## config.mk

```make
export PLATFORM = sky130hd
export DESIGN_NAME = bcd_add_sub_compare_unit
export DESIGN_NICKNAME = d
export VERILOG_FILES = /design/src/rtl/bcdasc_pkg.sv /design/src/rtl/bcd_add_sub_compare_unit.sv /design/src/rtl/bcdasc_cell.sv
export SDC_FILE = /design/constraint.sdc
export NUM_CORES = 2
export LEC_CHECK = 0
export ABC_CLOCK_PERIOD_IN_PS = 20400
export BUFFER_PORTS_ARGS = -buffer_cell sky130_fd_sc_hd__buf_2
export CAP_MARGIN = 20
export CELL_PAD_IN_SITES_DETAIL_PLACEMENT = 0
export CELL_PAD_IN_SITES_GLOBAL_PLACEMENT = 1
export CORE_ASPECT_RATIO = 0.7
export CORE_MARGIN = 2
export CORE_UTILIZATION = 55
export DETAILED_ROUTE_END_ITERATION = 12
export GPL_TIMING_DRIVEN = 0
export HOLD_SLACK_MARGIN = 0.12
export PLACE_DENSITY = 0.77
export SLEW_MARGIN = 5
export SYNTH_ARGS = -nofsm -noshare
export SYNTH_HDL_FRONTEND = slang
export SYNTH_SLANG_ARGS = --single-unit
```

## constraint.sdc

```tcl
create_clock -name clk -period 20.4 [get_ports clk]
set_input_delay 2.04 -clock clk [delete_from_list [all_inputs] [get_ports clk]]
set_output_delay 2.04 -clock clk [all_outputs]
set_load 0.01 [all_outputs]
```

## src/rtl/bcdasc_pkg.sv

```systemverilog
package bcdasc_pkg;

  localparam int DIGIT_W        = 4;
  localparam int MAX_DIGITS     = 16;
  localparam int WORD_W         = DIGIT_W * MAX_DIGITS;
  localparam int NUM_DIGITS_DEF = 16;

  localparam logic [DIGIT_W:0] DIGIT_MAX = 5'd9;
  localparam logic [DIGIT_W:0] RADIX     = 5'd10;

  localparam logic CMD_ADD = 1'b0;
  localparam logic CMD_SUB = 1'b1;

  typedef struct packed {
    logic              command;
    logic [WORD_W-1:0] operand_a;
    logic [WORD_W-1:0] operand_b;
  } bcd_in_t;

  typedef struct packed {
    logic [WORD_W-1:0] result_digits;
    logic              negative;
    logic              carry_out;
    logic              a_less;
    logic              a_equal;
    logic              bad_digit;
  } bcd_out_t;

  // Partial work handed from one digit cell to the next.
  typedef struct packed {
    logic              command;
    logic [WORD_W-1:0] operand_a;
    logic [WORD_W-1:0] operand_b;
    logic [WORD_W-1:0] sum;
    logic [WORD_W-1:0] diff_ab;
    logic [WORD_W-1:0] diff_ba;
    logic              carry;
    logic              borrow_ab;
    logic              borrow_ba;
    logic              lt;
    logic              gt;
    logic              bad;
  } bcd_stage_t;

  function automatic logic all_digits_ok(input logic [WORD_W-1:0] word);
    logic ok;
    ok = 1'b1;
    for (int i = 0; i < MAX_DIGITS; i++) begin
      if ({1'b0, word[DIGIT_W*i +: DIGIT_W]} > DIGIT_MAX) begin
        ok = 1'b0;
      end
    end
    return ok;
  endfunction

endpackage

```

## src/rtl/bcd_add_sub_compare_unit.sv

```systemverilog
// Packed-BCD add / subtract / compare, one digit cell per pipeline stage.
// Throughput: one operand pair per cycle while the output is not stalled; each cell
// works one digit of every item in flight.
// Bubbles collapse: an empty stage takes new work even while the output stalls.
// Reset (rst_n low, synchronous) empties all stages; no other state is kept.
module bcd_add_sub_compare_unit #(
  parameter int NUM_DIGITS = bcdasc_pkg::NUM_DIGITS_DEF
) (
  input  logic                clk,
  input  logic                rst_n,
  input  logic                in_valid,
  output logic                in_ready,
  input  bcdasc_pkg::bcd_in_t  in_data,
  output logic                out_valid,
  input  logic                out_ready,
  output bcdasc_pkg::bcd_out_t out_data
);
  import bcdasc_pkg::*;

  bcd_stage_t st    [NUM_DIGITS+1];
  logic       valid [NUM_DIGITS+1];
  logic       ready [NUM_DIGITS+1];
  bcd_stage_t last;

  always_comb begin
    st[0]           = '0;
    st[0].command   = in_data.command;
    st[0].operand_a = in_data.operand_a;
    st[0].operand_b = in_data.operand_b;
  end

  assign valid[0]          = in_valid;
  assign in_ready          = ready[0];
  assign out_valid         = valid[NUM_DIGITS];
  assign ready[NUM_DIGITS] = out_ready;

  for (genvar k = 0; k < NUM_DIGITS; k++) begin : g_cell
    bcdasc_cell #(
      .DIGIT_IDX(k)
    ) u_cell (
      .clk      (clk),
      .rst_n    (rst_n),
      .up_valid (valid[k]),
      .up_ready (ready[k]),
      .up_st    (st[k]),
      .dn_valid (valid[k+1]),
      .dn_ready (ready[k+1]),
      .dn_st    (st[k+1])
    );
  end

  always_comb begin
    last = st[NUM_DIGITS];
    if (last.command == CMD_SUB) begin
      out_data.result_digits = last.lt ? last.diff_ba : last.diff_ab;
    end else begin
      out_data.result_digits = last.sum;
    end
    out_data.negative  = (last.command == CMD_SUB) && last.lt;
    out_data.carry_out = (last.command == CMD_ADD) && last.carry;
    out_data.a_less    = last.lt;
    out_data.a_equal   = !last.lt && !last.gt;
    out_data.bad_digit = last.bad;
  end

  a_cmp_exclusive: assert property (@(posedge clk) disable iff (!rst_n)
    out_valid |-> !(out_data.a_less && out_data.a_equal))
    else $error("a_less and a_equal both set");

  a_neg_means_less: assert property (@(posedge clk) disable iff (!rst_n)
    out_valid && out_data.negative |-> out_data.a_less && !out_data.carry_out)
    else $error("negative result without a less than b");

  a_result_bcd: assert property (@(posedge clk) disable iff (!rst_n)
    out_valid |-> all_digits_ok(out_data.result_digits))
    else $error("result holds a digit above nine");

  a_stall_only_when_full: assert property (@(posedge clk) disable iff (!rst_n)
    !in_ready |-> out_valid && !out_ready)
    else $error("input held off while the pipeline can advance");

endmodule

```

## src/rtl/bcdasc_cell.sv

```systemverilog
module bcdasc_cell #(
  parameter int DIGIT_IDX = 0
) (
  input  logic                  clk,
  input  logic                  rst_n,
  input  logic                  up_valid,
  output logic                  up_ready,
  input  bcdasc_pkg::bcd_stage_t up_st,
  output logic                  dn_valid,
  input  logic                  dn_ready,
  output bcdasc_pkg::bcd_stage_t dn_st
);
  import bcdasc_pkg::*;

  localparam int LSB = DIGIT_W * DIGIT_IDX;

  logic               valid_r, valid_nxt;
  bcd_stage_t         st_r, st_nxt;
  logic [DIGIT_W-1:0] raw_a, raw_b, da, db;
  logic               bad_a, bad_b;
  logic [DIGIT_W:0]   s_wide, sub_ab, sub_ba, d_ab, d_ba;

  assign up_ready = !valid_r || dn_ready;
  assign dn_valid = valid_r;
  assign dn_st    = st_r;

  always_comb begin
    raw_a  = up_st.operand_a[LSB +: DIGIT_W];
    raw_b  = up_st.operand_b[LSB +: DIGIT_W];
    bad_a  = {1'b0, raw_a} > DIGIT_MAX;
    bad_b  = {1'b0, raw_b} > DIGIT_MAX;
    // Drop invalid digits to zero.
    da     = bad_a ? '0 : raw_a;
    db     = bad_b ? '0 : raw_b;
    st_nxt = up_st;
    st_nxt.bad = up_st.bad || bad_a || bad_b;

    s_wide = {1'b0, da} + {1'b0, db} + {{DIGIT_W{1'b0}}, up_st.carry};
    if (s_wide > DIGIT_MAX) begin
      s_wide       = s_wide - RADIX;
      st_nxt.carry = 1'b1;
    end else begin
      st_nxt.carry = 1'b0;
    end
    st_nxt.sum[LSB +: DIGIT_W] = s_wide[DIGIT_W-1:0];

    sub_ab = {1'b0, db} + {{DIGIT_W{1'b0}}, up_st.borrow_ab};
    if ({1'b0, da} < sub_ab) begin
      d_ab             = {1'b0, da} + RADIX - sub_ab;
      st_nxt.borrow_ab = 1'b1;
    end else begin
      d_ab             = {1'b0, da} - sub_ab;
      st_nxt.borrow_ab = 1'b0;
    end
    st_nxt.diff_ab[LSB +: DIGIT_W] = d_ab[DIGIT_W-1:0];

    sub_ba = {1'b0, da} + {{DIGIT_W{1'b0}}, up_st.borrow_ba};
    if ({1'b0, db} < sub_ba) begin
      d_ba             = {1'b0, db} + RADIX - sub_ba;
      st_nxt.borrow_ba = 1'b1;
    end else begin
      d_ba             = {1'b0, db} - sub_ba;
      st_nxt.borrow_ba = 1'b0;
    end
    st_nxt.diff_ba[LSB +: DIGIT_W] = d_ba[DIGIT_W-1:0];

    // Higher digits override the compare verdict of lower ones.
    if (da < db) begin
      st_nxt.lt = 1'b1;
      st_nxt.gt = 1'b0;
    end else if (da > db) begin
      st_nxt.lt = 1'b0;
      st_nxt.gt = 1'b1;
    end
  end

  always_comb begin
    valid_nxt = up_ready ? up_valid : valid_r;
  end

  always_ff @(posedge clk) begin
    if (!rst_n) begin
      valid_r <= 1'b0;
    end else begin
      valid_r <= valid_nxt;
    end
  end

  always_ff @(posedge clk) begin
    if (up_valid && up_ready) begin
      st_r <= st_nxt;
    end
  end

endmodule

```

==> metrics.txt <==
# TYPE chip_impl_metric gauge
chip_impl_info{name="status",value="finished clean"} 1
chip_impl_metric{name="timing.final.crit_share",unit="%"} 28.1
chip_impl_metric{name="vias_per_cell",unit=""} 5.09
chip_impl_metric{name="synth_top_area_share",unit="%"} 82.7
chip_impl_metric{name="cts.repair_timing.setup_buffer_count",unit=""} 0
chip_impl_metric{name="ff2ff_path_depth",unit=""} 13
chip_impl_metric{name="max_cap_violations",unit=""} 0
chip_impl_info{name="setup.worst_path.class",value="reg -> out"} 1
chip_impl_metric{name="multiInputGateArea",unit="µm²"} 15300
chip_impl_info{name="cp_common_cell",value="buf_2"} 1
chip_impl_metric{name="power.leakage",unit="nW"} 39.2
chip_impl_metric{name="dr_total_vias",unit=""} 40458
chip_impl_metric{name="maximum_number_of_pins_on_one_net_before_global_route_repair",unit=""} 59
chip_impl_metric{name="hold_viol_final",unit=""} 0
chip_impl_info{name="synth_top_cell_by_area",value="edfxtp_1"} 1
chip_impl_metric{name="worst_setup_hold_path_clk_slew",unit="ns"} 0.07
chip_impl_metric{name="flow.area_growth_from_synthesis",unit="%"} 14.2
chip_impl_metric{name="net-switching-power",unit="W"} 0.00206
chip_impl_metric{name="post_synth_inst_count",unit=""} 4853
chip_impl_metric{name="netlist-cell-type-count",unit=""} 52
chip_impl_metric{name="drt_iter0_drc",unit=""} 2426
chip_impl_metric{name="drc_errors",unit=""} 0
chip_impl_metric{name="p_per_area",unit="nW/µm²"} 95.0
chip_impl_metric{name="clock_insertion_delay_at_the_later_pin_of_the_skew_report",unit="ns"} 0.88
chip_impl_info{name="cts_tree",value="done"} 1
chip_impl_metric{name="synth.yosys.seq_area_share",unit="%"} 83.0
chip_impl_metric{name="drtPass1Iterations",unit=""} 7
chip_impl_info{name="synthFlopType",value="edfxtp_1"} 1
chip_impl_info{name="cts_root_buffer",value="clkbuf_16"} 1
chip_impl_metric{name="pin_count",unit=""} 204
chip_impl_metric{name="internal_pwr_total",unit="W"} 0.00860
chip_impl_info{name="regToRegStartpoint",value="g_cell[5].u_cell.dn_st[287]"} 1
chip_impl_metric{name="core_region_area",unit="µm²"} 177000
chip_impl_info{name="post_synth_most_frequent_cells",value="edfxtp_1, ha_1, inv_1, nor2_1, a21oi_1"} 1
chip_impl_metric{name="post_route_cells_drive_above_1_share",unit="%"} 13.1
chip_impl_info{name="worst_setup_path_end_kind",value="primary output"} 1
chip_impl_metric{name="combPwrFrac",unit="%"} 1.4
chip_impl_metric{name="timing.critical_path.buf_inv",unit=""} 4
chip_impl_metric{name="finalMaxSlewViolations",unit=""} 0
chip_impl_metric{name="chipWidth",unit="µm"} 509
chip_impl_metric{name="worst_clock_skew",unit="ns"} 0.0662
chip_impl_metric{name="die_h",unit="µm"} 357
chip_impl_info{name="setup.worst_path.start_class",value="flip-flop"} 1
chip_impl_metric{name="postSynthAreaPerCell",unit="µm²"} 20.2
chip_impl_info{name="setup.worst_path.start",value="g_cell[15].u_cell.dn_st[2]"} 1
chip_impl_metric{name="final_worst_setup_slack",unit="ns"} 14.66
chip_impl_metric{name="synthesis.area",unit="µm²"} 98100
chip_impl_info{name="critical_path.cell_chain",value="clkbuf_1 > buf_2 > buf_2 > mux2i_1 > a21oi_1 > buf_2"} 1
chip_impl_metric{name="async_reset_ff_share",unit="%"} 0
chip_impl_metric{name="pwr-share-seq",unit="%"} 57.6
chip_impl_metric{name="fmaxAchievable",unit="MHz"} 174
chip_impl_metric{name="fp.dieArea",unit="µm²"} 182000
chip_impl_info{name="worst_r2r_endpoint",value="g_cell[6].u_cell.dn_st[161]"} 1
chip_impl_metric{name="vdd_drop_max",unit="mV"} 0.0784
chip_impl_metric{name="setup-tns-final",unit="ns"} 0
chip_impl_metric{name="dp.cells",unit=""} 7515
chip_impl_metric{name="ys_warn_count",unit=""} 0
chip_impl_metric{name="initial_utilization",unit="%"} 55.5
chip_impl_metric{name="first_global_vias",unit=""} 41692
chip_impl_metric{name="max_slew_margin",unit="%"} 31.8
chip_impl_info{name="hp-class",value="reg -> reg"} 1
chip_impl_metric{name="post_cts_hold_buffer_count",unit=""} 0
chip_impl_metric{name="clock_power_share",unit="%"} 41.0
chip_impl_metric{name="worst-r2r-setup-slack",unit="ns"} 16.86
chip_impl_metric{name="grt_antenna_before_repair",unit=""} 9
chip_impl_metric{name="wl_per_cell",unit="µm"} 19.1
chip_impl_metric{name="num-nets-final",unit=""} 6011
chip_impl_metric{name="grt.total_usage",unit="%"} 17.1
chip_impl_metric{name="cts.path.max_buffers",unit=""} 3
chip_impl_info{name="rsz0062_at_grt",value="no"} 1
chip_impl_metric{name="peak_per_stage_delay_on_the_critical_path",unit="ns"} 0.67
chip_impl_metric{name="min_delay_path_depth",unit=""} 0
chip_impl_metric{name="synth-edff-count",unit=""} 2702
chip_impl_metric{name="timing.critical_path.required",unit="ns"} 18.36
chip_impl_metric{name="drt_wl_total",unit="µm"} 152000
chip_impl_info{name="yosys.cell_count.top_type",value="edfxtp_1"} 1
chip_impl_metric{name="cts.sink_count",unit=""} 2718
chip_impl_metric{name="final.fill_count",unit=""} 12049
chip_impl_metric{name="instances_no_fill",unit=""} 7950
chip_impl_metric{name="detailedPlacementHpwl",unit="µm"} 99000
chip_impl_metric{name="grt_remaining_overflow",unit=""} 0
chip_impl_metric{name="cp_max_fo",unit=""} 10
chip_impl_metric{name="detailedPlace.worstSlack",unit="ns"} 14.93
chip_impl_info{name="cell_family_with_most_cp_delay",value="buffers and inverters"} 1
chip_impl_metric{name="cts_inserted_buffers",unit=""} 230
chip_impl_info{name="netlist_top_cells_area",value="edfxtp_1, ha_1, fa_1, inv_1, mux2i_1"} 1
chip_impl_metric{name="gp_congestion",unit=""} 0.817
chip_impl_metric{name="area.sequential",unit="µm²"} 81500
chip_impl_metric{name="syn_nets",unit=""} 5475
chip_impl_metric{name="cts-htree-levels",unit=""} 4
chip_impl_metric{name="grt_pass1_wl",unit="µm"} 237000
chip_impl_metric{name="routed_antenna_nets",unit=""} 0
chip_impl_metric{name="max_slew.worst_pin.slew",unit="ns"} 1.02
chip_impl_metric{name="yosys_register_bits",unit=""} 2718
chip_impl_info{name="critPathSlowestCell",value="buf_2"} 1
chip_impl_metric{name="ctsResizeCount",unit=""} 0
chip_impl_metric{name="rows",unit=""} 129
chip_impl_info{name="worstHoldStart",value="g_cell[10].u_cell.dn_st[175]"} 1
chip_impl_metric{name="netSwitchingFraction",unit="%"} 19.3
chip_impl_info{name="hold_path_end",value="g_cell[11].u_cell.dn_st[175]"} 1
chip_impl_metric{name="port-buffer-count",unit=""} 203
chip_impl_metric{name="finalSetupViolations",unit=""} 0
chip_impl_metric{name="final_critical_delay_including_setup_and_external_delays",unit="ns"} 5.74
chip_impl_metric{name="timing.critical_path.arrival",unit="ns"} 3.70
cell usage in the layout, fill, tap and decap left out, types with 10 or more instances in the layout:
| master | n |
|---|---|
| nor3b_1 | 17 |
| fa_1 | 87 |
| clkbuf_1 | 58 |
| dfxtp_1 | 16 |
| nand3b_1 | 16 |
| edfxtp_1 | 2702 |
| bufinv_16 | 24 |
| nand4b_1 | 15 |
| and2_1 | 22 |
| clkinvlp_4 | 17 |
| inv_1 | 368 |
| buf_2 | 211 |
| or2_2 | 12 |
| a211oi_1 | 10 |
| nor2b_1 | 54 |
| xnor2_1 | 90 |
| o21ai_0 | 61 |
| nor2_1 | 216 |
| o21a_1 | 28 |
| o21bai_1 | 50 |
| xor2_1 | 77 |
| and3_1 | 10 |
| o21ba_2 | 12 |
| a221o_1 | 22 |
| clkinv_2 | 40 |
| clkbuf_16 | 232 |
| a221oi_2 | 12 |
| buf_12 | 72 |
| clkinv_1 | 49 |
| mux2i_1 | 136 |
| buf_16 | 26 |
| a31oi_1 | 32 |
| a21oi_1 | 171 |
| nand2_1 | 60 |
| clkinv_16 | 10 |
| ha_1 | 402 |
| inv_6 | 11 |
| nand2b_1 | 60 |
worst register-to-register path: stages (launching register included):
cell and delay, ns:
edfxtp_1 0.42, o21ai_0 0.36, nand2_1 0.14, ha_1 0.29
inv_1 0.04, ha_1 0.15, or2_2 0.31, fa_1 0.41
xor2_1 0.22, ha_1 0.25, nor2b_1 0.14, a31o_2 0.23
a211oi_1 0.25, nor2_1 0.08
logic make-up (layout without fill, tap and decap cells):
kind of cell,count (synthesis),in the layout,synth area share (%)
multiplexers,136,136,1.39
buffers and inverters,394,1130,1.52
AO/OA/AOI/OAI,441,441,3.03
AND/OR/NAND/NOR,508,508,2.65
adder cells (fa/ha/maj),489,489,6.90
flip-flops,2718,2718,83.0
other,0,3,0
XOR/XNOR,167,167,1.49
stage by stage:
stage	hold WS (ns)	util, %	instance area, µm²	power (W)
2_1_floorplan	0.400	-	98100	0.00635
3_3_place_gp	0.400	57.7	102000	0.00641
3_5_place_dp	0.405	59.0	104000	0.00641
4_1_cts	0.356	63.4	112000	0.0108
5_1_grt	0.361	63.4	112000	0.0110
6_report	0.358	63.4	112000	0.0107
sequential cells by signal (all words and copies together) (netlist names):
| name | cells |
|---|---|
| g_cell.u_cell.dn_st | 2702 |
| g_cell.u_cell.dn_valid | 16 |
per-layer routing:
metal,GRT usage [%],vias up,wire [µm]
li1,-,19436,-
met1,23.7,20193,69300
met2,28.2,592,73800
met3,2.91,237,5390
met4,4.85,0,3580
met5,0,-,0
layout make-up:
cell class                      instances  area share, %
Multi-Input combinational cell       1741           13.7
Tap cell                             2358           2.63
Buffer                                 26          0.103
Sequential cell                      2718           72.7
Timing Repair Buffer                  304           2.87
Clock buffer                          276           5.33
Clock inverter                        156           1.50
Inverter                              368           1.23
Antenna cell                            3        0.00670
power by group through the flow:
| stage | logic (W) | registers, W | clock network (W) |
|---|---|---|---|
| 3_3_place_gp | 0.000136 | 0.00628 | 0 |
| 4_1_cts | 0.000153 | 0.00613 | 0.00450 |
| 6_report | 0.000150 | 0.00613 | 0.00437 |
| 3_5_place_dp | 0.000151 | 0.00626 | 0 |
| 5_1_grt | 0.000170 | 0.00613 | 0.00470 |
| 2_1_floorplan | 0.0000929 | 0.00626 | 0 |
worst max-delay path by stage:
stage | cells after the start | slack, ns | endpoint
floorplan | 2 | 3.19 | g_cell[14].u_cell.dn_st[0]
global placement | 4 | -4.62 | g_cell[12].u_cell.dn_st[185]
detailed placement | 6 | 14.93 | in_ready
CTS | 6 | 14.50 | out_data[39]
global route | 6 | 14.49 | out_data[44]
finish | 6 | 14.66 | out_data[39]
Note: power is estimated with default switching activity, not from simulation.
